$ cat config.mk
export PLATFORM = sky130hd
export DESIGN_NAME = config_image_validator
export DESIGN_NICKNAME = d
export VERILOG_FILES = /design/src/hw/rtl/civ_pkg.sv /design/src/hw/rtl/config_image_validator.sv
export VERILOG_INCLUDE_DIRS = /design/src /design/src/hw/rtl
export SDC_FILE = /design/constraint.sdc
export NUM_CORES = 1
export LEC_CHECK = 0
export ABC_AREA = 1
export BUFFER_PORTS_ARGS = -buffer_cell sky130_fd_sc_hd__buf_4
export CELL_PAD_IN_SITES_DETAIL_PLACEMENT = 1
export CELL_PAD_IN_SITES_GLOBAL_PLACEMENT = 2
export CORE_MARGIN = 2
export CORE_UTILIZATION = 40
export DETAILED_ROUTE_END_ITERATION = 6
export PLACE_DENSITY_LB_ADDON = 0.1
export SYNTH_ARGS = -nofsm -noshare
export SYNTH_HDL_FRONTEND = slang
export SYNTH_SLANG_ARGS = --single-unit
$ cat constraint.sdc
create_clock -name clk_i -period 20.5 [get_ports clk_i]
set_input_delay 6.15 -clock clk_i [delete_from_list [all_inputs] [get_ports clk_i]]
set_output_delay 6.15 -clock clk_i [all_outputs]
set_load 0.01 [all_outputs]
$ cat src/hw/rtl/config_image_validator_assert.svh
// Assertion macros used by the image validator RTL.
`ifndef CONFIG_IMAGE_VALIDATOR_ASSERT_SVH
`define CONFIG_IMAGE_VALIDATOR_ASSERT_SVH

// Condition that must hold at every clock edge outside reset.
`define CIV_ASSERT(label, cond) \
  label: assert property (@(posedge clk_i) disable iff (!rst_ni) (cond)) \
    else $error("config_image_validator: assertion failed");

// Condition that must hold in the cycle after the trigger.
`define CIV_ASSERT_NEXT(label, trig, cons) \
  label: assert property (@(posedge clk_i) disable iff (!rst_ni) (trig) |=> (cons)) \
    else $error("config_image_validator: assertion failed");

`endif

$ cat src/hw/rtl/civ_pkg.sv
// Types, constants and the CRC step function of the image validator.
`default_nettype none

package civ_pkg;

  localparam int unsigned RegionBytesDef = 4096;
  localparam int unsigned HeaderBytes    = 20;

  // Header byte counts at which each header word is complete.
  localparam int unsigned MagicEnd   = 4;
  localparam int unsigned VersionEnd = 8;
  localparam int unsigned SizeEnd    = 12;
  localparam int unsigned CrcEnd     = 16;

  localparam logic [31:0] CrcInit = 32'hFFFF_FFFF;
  localparam logic [31:0] CrcPoly = 32'hEDB8_8320;

  localparam logic [31:0] MagicReset  = 32'h0000_0000;
  localparam logic [7:0]  NewestReset = 8'd5;

  typedef enum logic [0:0] {
    CfgMagic  = 1'b0,
    CfgNewest = 1'b1
  } cfg_index_e;

  typedef enum logic [2:0] {
    StOk          = 3'd0,
    StBadMagic    = 3'd1,
    StBadVersion  = 3'd2,
    StBadSize     = 3'd3,
    StCrcMismatch = 3'd4
  } status_e;

  typedef enum logic [3:0] {
    PhIdle    = 4'b0001,
    PhHeader  = 4'b0010,
    PhPayload = 4'b0100,
    PhDone    = 4'b1000
  } phase_e;

  // Packed from the top down, so status lands in the lowest bits.
  typedef struct packed {
    logic [31:0] computed_crc;
    logic [31:0] payload_bytes;
    logic [31:0] schema_version;
    status_e     status;
  } result_t;

  // One byte of reflected CRC-32, bit at a time.
  function automatic logic [31:0] crc_byte(logic [31:0] crc, logic [7:0] b);
    logic [31:0] c;
    c = crc ^ {24'b0, b};
    for (int k = 0; k < 8; k++) begin
      c = c[0] ? ((c >> 1) ^ CrcPoly) : (c >> 1);
    end
    return c;
  endfunction

endpackage

`default_nettype wire

$ cat src/hw/rtl/config_image_validator.sv
// Settings image validator: header checks and payload CRC-32 over a byte stream.
//
//  Channel   Dir  Handshake                     Contents
//  s_axis    in   s_axis_tvalid/s_axis_tready   tdata: data_byte; tuser: first
//  m_axis    out  m_axis_tvalid/m_axis_tready   tdata: status, version, size, crc
//  cfg       in   cfg_valid_i/cfg_ready_o       cfg_index_i, cfg_data_i
//
// One byte is taken per cycle; the header parse and a byte-wide CRC-32 step update
// the image state in the cycle of the transfer, and a verdict lands in the output
// register at the same edge, or in the skid register while the output is held.
// Input thus continues while a verdict waits and stalls only while both are full.
// Reset clears the image state and loads the register defaults; no clearing pass.
`default_nettype none

module config_image_validator #(
  parameter int unsigned REGION_BYTES = civ_pkg::RegionBytesDef
) (
  input  wire logic         clk_i,
  input  wire logic         rst_ni,
  input  wire logic         s_axis_tvalid,
  output logic              s_axis_tready,
  input  wire logic [7:0]   s_axis_tdata,   // [7:0] data_byte
  input  wire logic         s_axis_tuser,   // [0] first
  output logic              m_axis_tvalid,
  input  wire logic         m_axis_tready,
  // [2:0] status, [34:3] schema_version, [66:35] payload_bytes,
  // [98:67] computed_crc, [103:99] zero
  output logic [103:0]      m_axis_tdata,
  input  wire logic         cfg_valid_i,
  output logic              cfg_ready_o,
  input  wire logic [0:0]   cfg_index_i,
  input  wire logic [31:0]  cfg_data_i
);

  localparam int unsigned CntW       = $clog2(REGION_BYTES + 1);
  localparam logic [31:0] MaxPayload = 32'(REGION_BYTES - civ_pkg::HeaderBytes);
  localparam int unsigned PadW       = 104 - $bits(civ_pkg::result_t);

  logic [31:0]      magic_q;
  logic [7:0]       newest_q;
  civ_pkg::phase_e  phase_q, phase_d;
  logic [CntW-1:0]  cnt_q, cnt_d;
  logic [31:0]      word_q, word_d;
  logic [31:0]      ver_q, ver_d;
  logic [31:0]      size_q, size_d;
  logic [31:0]      exp_q, exp_d;
  logic [31:0]      crc_q, crc_d;

  civ_pkg::result_t res_d, out_q, skid_q;
  logic             res_vld;
  logic             out_vld_q, skid_vld_q;
  logic             in_fire, out_fire;

  assign s_axis_tready = !skid_vld_q;
  assign in_fire       = s_axis_tvalid && s_axis_tready;
  assign out_fire      = m_axis_tvalid && m_axis_tready;
  assign m_axis_tvalid = out_vld_q;
  assign m_axis_tdata  = {{PadW{1'b0}}, out_q};
  assign cfg_ready_o   = 1'b1;

  always_ff @(posedge clk_i or negedge rst_ni) begin
    if (!rst_ni) begin
      magic_q  <= civ_pkg::MagicReset;
      newest_q <= civ_pkg::NewestReset;
    end else if (cfg_valid_i) begin
      case (civ_pkg::cfg_index_e'(cfg_index_i))
        civ_pkg::CfgMagic:  magic_q  <= cfg_data_i;
        civ_pkg::CfgNewest: newest_q <= cfg_data_i[7:0];
        default: ;
      endcase
    end
  end

  always_comb begin
    civ_pkg::phase_e  e_phase;
    logic [CntW-1:0]  e_cnt;
    logic [31:0]      e_word, e_ver, e_size, e_exp, e_crc;
    logic [CntW-1:0]  c;
    logic [31:0]      w;
    logic [31:0]      crc_n;
    logic             emit;
    civ_pkg::status_e st;
    logic [31:0]      crc_out;

    // A first flag restarts the image as if from a cleared state.
    if (s_axis_tuser) begin
      e_phase = civ_pkg::PhHeader;
      e_cnt   = '0;
      e_word  = '0;
      e_ver   = '0;
      e_size  = '0;
      e_exp   = '0;
      e_crc   = civ_pkg::CrcInit;
    end else begin
      e_phase = phase_q;
      e_cnt   = cnt_q;
      e_word  = word_q;
      e_ver   = ver_q;
      e_size  = size_q;
      e_exp   = exp_q;
      e_crc   = crc_q;
    end

    c       = e_cnt + CntW'(1);
    w       = {s_axis_tdata, e_word[31:8]};
    crc_n   = civ_pkg::crc_byte(e_crc, s_axis_tdata);
    emit    = 1'b0;
    st      = civ_pkg::StOk;
    crc_out = '0;

    phase_d = phase_q;
    cnt_d   = cnt_q;
    word_d  = word_q;
    ver_d   = ver_q;
    size_d  = size_q;
    exp_d   = exp_q;
    crc_d   = crc_q;

    if (in_fire) begin
      phase_d = e_phase;
      cnt_d   = e_cnt;
      word_d  = e_word;
      ver_d   = e_ver;
      size_d  = e_size;
      exp_d   = e_exp;
      crc_d   = e_crc;
      case (e_phase)
        civ_pkg::PhHeader: begin
          word_d = w;
          cnt_d  = c;
          if (c == CntW'(civ_pkg::MagicEnd)) begin
            if (w != magic_q) begin
              emit = 1'b1;
              st   = civ_pkg::StBadMagic;
            end
          end else if (c == CntW'(civ_pkg::VersionEnd)) begin
            ver_d = w;
            if (w == '0 || w > {24'b0, newest_q}) begin
              emit = 1'b1;
              st   = civ_pkg::StBadVersion;
            end
          end else if (c == CntW'(civ_pkg::SizeEnd)) begin
            size_d = w;
            if (w == '0 || w > MaxPayload) begin
              emit = 1'b1;
              st   = civ_pkg::StBadSize;
            end
          end else if (c == CntW'(civ_pkg::CrcEnd)) begin
            exp_d = w;
          end
          if (!emit && c >= CntW'(civ_pkg::HeaderBytes)) begin
            phase_d = civ_pkg::PhPayload;
            cnt_d   = '0;
            crc_d   = civ_pkg::CrcInit;
          end
        end
        civ_pkg::PhPayload: begin
          crc_d = crc_n;
          cnt_d = c;
          if (32'(c) >= e_size) begin
            emit    = 1'b1;
            crc_out = ~crc_n;
            st      = (~crc_n == e_exp) ? civ_pkg::StOk : civ_pkg::StCrcMismatch;
          end
        end
        default: ;
      endcase
      if (emit) begin
        phase_d = civ_pkg::PhDone;
      end
    end

    res_vld              = emit;
    res_d.status         = st;
    res_d.schema_version = ver_d;
    res_d.payload_bytes  = size_d;
    res_d.computed_crc   = crc_out;
  end

  always_ff @(posedge clk_i or negedge rst_ni) begin
    if (!rst_ni) begin
      phase_q <= civ_pkg::PhIdle;
      cnt_q   <= '0;
      word_q  <= '0;
      ver_q   <= '0;
      size_q  <= '0;
      exp_q   <= '0;
      crc_q   <= civ_pkg::CrcInit;
    end else begin
      phase_q <= phase_d;
      cnt_q   <= cnt_d;
      word_q  <= word_d;
      ver_q   <= ver_d;
      size_q  <= size_d;
      exp_q   <= exp_d;
      crc_q   <= crc_d;
    end
  end

  // Output register with a skid stage; the skid entry drains first.
  always_ff @(posedge clk_i or negedge rst_ni) begin
    if (!rst_ni) begin
      out_vld_q  <= 1'b0;
      skid_vld_q <= 1'b0;
    end else if (skid_vld_q) begin
      if (out_fire) begin
        skid_vld_q <= 1'b0;
      end
    end else if (!out_vld_q || out_fire) begin
      out_vld_q <= res_vld;
    end else if (res_vld) begin
      skid_vld_q <= 1'b1;
    end
  end

  always_ff @(posedge clk_i) begin
    if (skid_vld_q) begin
      if (out_fire) begin
        out_q <= skid_q;
      end
    end else if (!out_vld_q || out_fire) begin
      if (res_vld) begin
        out_q <= res_d;
      end
    end else if (res_vld) begin
      skid_q <= res_d;
    end
  end

`include "config_image_validator_assert.svh"

  `CIV_ASSERT(a_skid_implies_out, !skid_vld_q || out_vld_q)
  `CIV_ASSERT(a_payload_count_below_size,
              phase_q != civ_pkg::PhPayload || 32'(cnt_q) < size_q)
  `CIV_ASSERT(a_payload_size_in_range,
              phase_q != civ_pkg::PhPayload || (size_q != '0 && size_q <= MaxPayload))
  `CIV_ASSERT_NEXT(a_skid_fill_keeps_out, out_vld_q && !m_axis_tready && res_vld,
                   out_vld_q && skid_vld_q)

endmodule

`default_nettype wire
==> summary.txt <==
Finish
  • Share of cells above drive strength 1: 0.1403
  • Post-Layout Inst Area: 25280 um2
  • Diodes inserted: 0
  • Layout Cells excl Fill: 3612
  • Core Util, Final: 0.4606
  • Final #Nets: 2935
  • Area growth, synth to finish: 14.45%

Timing
  • Final count of hold timing violations: 0
  • Final setup viols: 0
  • Worst-Margin Slew: 1.021 ns
  • FMAX: 95.72 MHz
  • Setup TNS: 0 ns
  • Fin. max-slew vios: 0
  • RSZ-0062 raised after global routing: no
  • Layout Skew: 0.02812 ns
  • Final worst-path cycle share: 0.5096
  • Slew HR: 0.3197
  • Clock period minus worst slack: 10.45 ns

Global route
  • Total Routing Usage GR: 0.2764
  • First-pass GRT wire length: 120200 um
  • Largest net degree at the start of global routing: 114
  • Initial antenna violation count: 0
  • Remaining Overflow, GRT: 0
  • Vias in the first global route: 19820

Yosys
  • Gate Count Post-Synth: 2768
  • Yosys reg bits: 409
  • Yosys warning count: 0
  • Top_reg_cell synth: edfxtp_1
  • Synth cell types: 50
  • Mapped Avg Cell Area: 7.979 um2
  • Async set-reset flop share out of synthesis: 0.5159
  • Post-synth top area share: 0.2692
  • Sequential element share of the synthesized area: 0.5103
  • Post-synth EDFFs: 198
  • Mapped cell area: 22080 um2
  • Cells taking the most area after synthesis: edfxtp_1 (27%), dfrtp_1 (20%), nand2_1 (18%)
  • Synth area leader: edfxtp_1

Power and ir drop
  • LEAKAGE: 11.67 nW
  • Pwr Total: 0.002017 W
  • Peak supply drop: 80.93 uV
  • Pwr Density: 79.81 nW/um2

Run
  • Max-Cap Viols: 0

Critical path
  • Required @ worst endpoint: 20.72 ns
  • Worst reg2reg path depth: 28
  • Worst Path Arrival: 10.66 ns
  • Startpoint Class: input pin
  • WS Path Type: input pin to flip-flop
  • Internal reg-to-reg setup slack: 15.45 ns
  • Critical R2R Launch: cnt_q[0]
  • Reg2Reg Capture Point: skid_q[96]
  • Worst-path maximum fanout: 80
  • Worst setup EP type: flip-flop

Clocking
  • CTS sink count: 409
  • Num CTS Buffers: 48
  • TritonCTS clock tree: yes
  • Resize count post-CTS: 0
  • Clock root cell: clkbuf_16
  • H-tree levels: 2
  • Post-CTS setup buffer count: 0
  • Hold buffers post-CTS: 0
  • Clk_lat worst skew: 0.62 ns
  • Clock slew at reported path FFs: 0.06 ns
  • Worst-case clock buffer depth: 3

Outcome
  • Outcome: finished clean

Placed design
  • Placement Cell Area: 23670 um2
  • Routability congestion estimate from global placement: 0.8894
  • IO Port Bufs: 147
  • DP HPWL: 55040 um
  • Placed cells: 3522

Floorplanning
  • Initial Utilization: 0.4024
  • Die area: 57110 um2
  • Area of the core: 54880 um2
  • Core Rows: 86
  • Die width: 239.0 um
  • IO Pins: 154
  • Die height: 239.0 um

Routing
  • Vias post-DR: 19210
  • Drt drc: 0
  • Routed Antenna Nets: 0
  • Via-to-Cell Ratio: 5.318
  • First-pass DRT Iterations: 5
  • Starting DRT DRC Count: 1199
  • Drt total wl: 77890 um
  • Avg WL per Cell: 21.56 um

Hold path
  • Worst Hold Launch: phase_q[0]
  • Worst Hold Path EP: phase_q[0]
  • Hold WC Path Type: flip-flop to flip-flop
  • Worst hold stages: 2
==> state kept, by name, summed over array words and instances (netlist names) <==
name	flops
crc_q	32
skid_vld_q	1
newest_q	8
cnt_q	13
phase_q	4
magic_q	32
ver_q	32
size_q	32
word_q	24
m_axis_tvalid	1
m_axis_tdata	99
skid_q	99
exp_q	32
==> critical path, cell delays in order <==
cell,delay (ns)
buf_4,0.20
inv_4,0.19
buf_4,0.78
nand2_1,0.33
inv_1,0.22
ha_1,0.17
a21oi_1,0.07
o21ai_0,0.15
nor2_1,0.06
nand2_1,0.06
nand2_1,0.06
nand2_1,0.07
nand3_1,0.10
nand3_1,0.10
nand3_1,0.07
nand2_1,0.14
nand2_2,0.14
nor3_4,0.14
buf_4,0.52
buf_4,0.76
==> synth_stat cells, drive strengths merged (4+ instances only) <==
library cell	n
clkbuf	61
o211ai	39
o21a	12
nand3b	4
nor2	258
xor2	14
nor4	6
or2	4
a21oi	42
nand2	1097
o21ai	190
o22ai	16
dfstp	35
and2	5
edfxtp	198
xnor2	21
nand4	22
nor3	10
inv	253
nand3	144
a31oi	42
buf	65
dfrtp	176
mux2	22
ha	20
==> layer usage <==
metal / track usage / part of all wire / wire (um) / vias to the layer above
li1: - / - / - / 9170
met1: 0.3701 / 0.45 / 35370 / 9612
met2: 0.4715 / 0.49 / 37840 / 321
met3: 0.03418 / 0.033 / 2541 / 105
met4: 0.07708 / 0.027 / 2136 / 0
met5: 0 / 0 / 0 / -
==> worst max-delay path by stage <==
stage	to	from	slack, ns
global route	skid_q[96]	s_axis_tuser	9.59
finish	skid_q[96]	s_axis_tuser	10.05
global placement	skid_q[57]	s_axis_tuser	9.56
floorplan	skid_q[0]	s_axis_tuser	7.10
CTS	skid_q[63]	s_axis_tuser	9.99
detailed placement	skid_q[60]	s_axis_tuser	9.37
==> report_power, final <==
part	total, W	switching [W]	internal [W]
Sequential	0.000908	0.0000226	0.000886
Clock	0.000871	0.000372	0.000498
Combinational	0.000239	0.000171	0.0000675
==> stage by stage <==
step	setup WS [ns]	hold slack, ns
6_report	10.05	0.4684
5_1_grt	9.587	0.4965
4_1_cts	9.990	0.4758
3_5_place_dp	9.372	0.4650
3_3_place_gp	9.565	0.4509
2_1_floorplan	7.101	0.4430
==> layout by cell type (no fill, tap or decap), types with 4 or more instances in the layout <==
cell / netlist / layout
nand2_1: 1066 / 1065
nor2_1: 240 / 238
inv_1: 237 / 236
edfxtp_1: 198 / 198
dfrtp_1: 176 / 175
buf_4: 13 / 171
nand3_1: 139 / 138
o21ai_0: 135 / 135
o21ai_1: 53 / 53
clkbuf_16: 0 / 48
a31oi_1: 42 / 42
a21oi_1: 40 / 40
dfstp_2: 35 / 35
nand2_2: 28 / 28
o211ai_1: 28 / 28
nand4_1: 22 / 22
mux2_2: 22 / 22
xnor2_1: 20 / 20
ha_1: 20 / 20
clkinv_2: 0 / 18
o22ai_1: 16 / 16
inv_2: 16 / 15
xor2_1: 14 / 14
nor2_2: 10 / 12
o21a_1: 12 / 12
o211ai_2: 11 / 11
nor3_1: 8 / 8
nor2_4: 7 / 7
nor4_1: 6 / 6
clkinv_1: 2 / 6
conb_1: 2 / 6
nand3_2: 4 / 5
and2_1: 5 / 5
clkbuf_1: 61 / 5
bufinv_16: 0 / 5
clkinvlp_4: 0 / 5
nand3b_1: 4 / 4
nand2_4: 3 / 4
==> cell type report <==
class	instances	area, um2
clock inverters	37	385.4
inverters	255	963.4
well taps	704	880.8
fillers	6631	29600
multi-input cells	1982	9258
repair buffers	172	1299
flip-flops and latches	409	11270
clock buffers	53	1220
==> logic make-up after synthesis <==
group / Yosys count / synth area share
other: 2 / 0.0003401
muxes: 22 / 0.01122
DFF: 409 / 0.5103
buffers and inverters: 381 / 0.07263
and+or+nand+nor: 1552 / 0.2881
xor gates and xnor gates: 35 / 0.01422
AOI/OAI and AO/OA: 347 / 0.09189
adders and majority gates: 20 / 0.01133
Power figures use the tool's default switching activity.
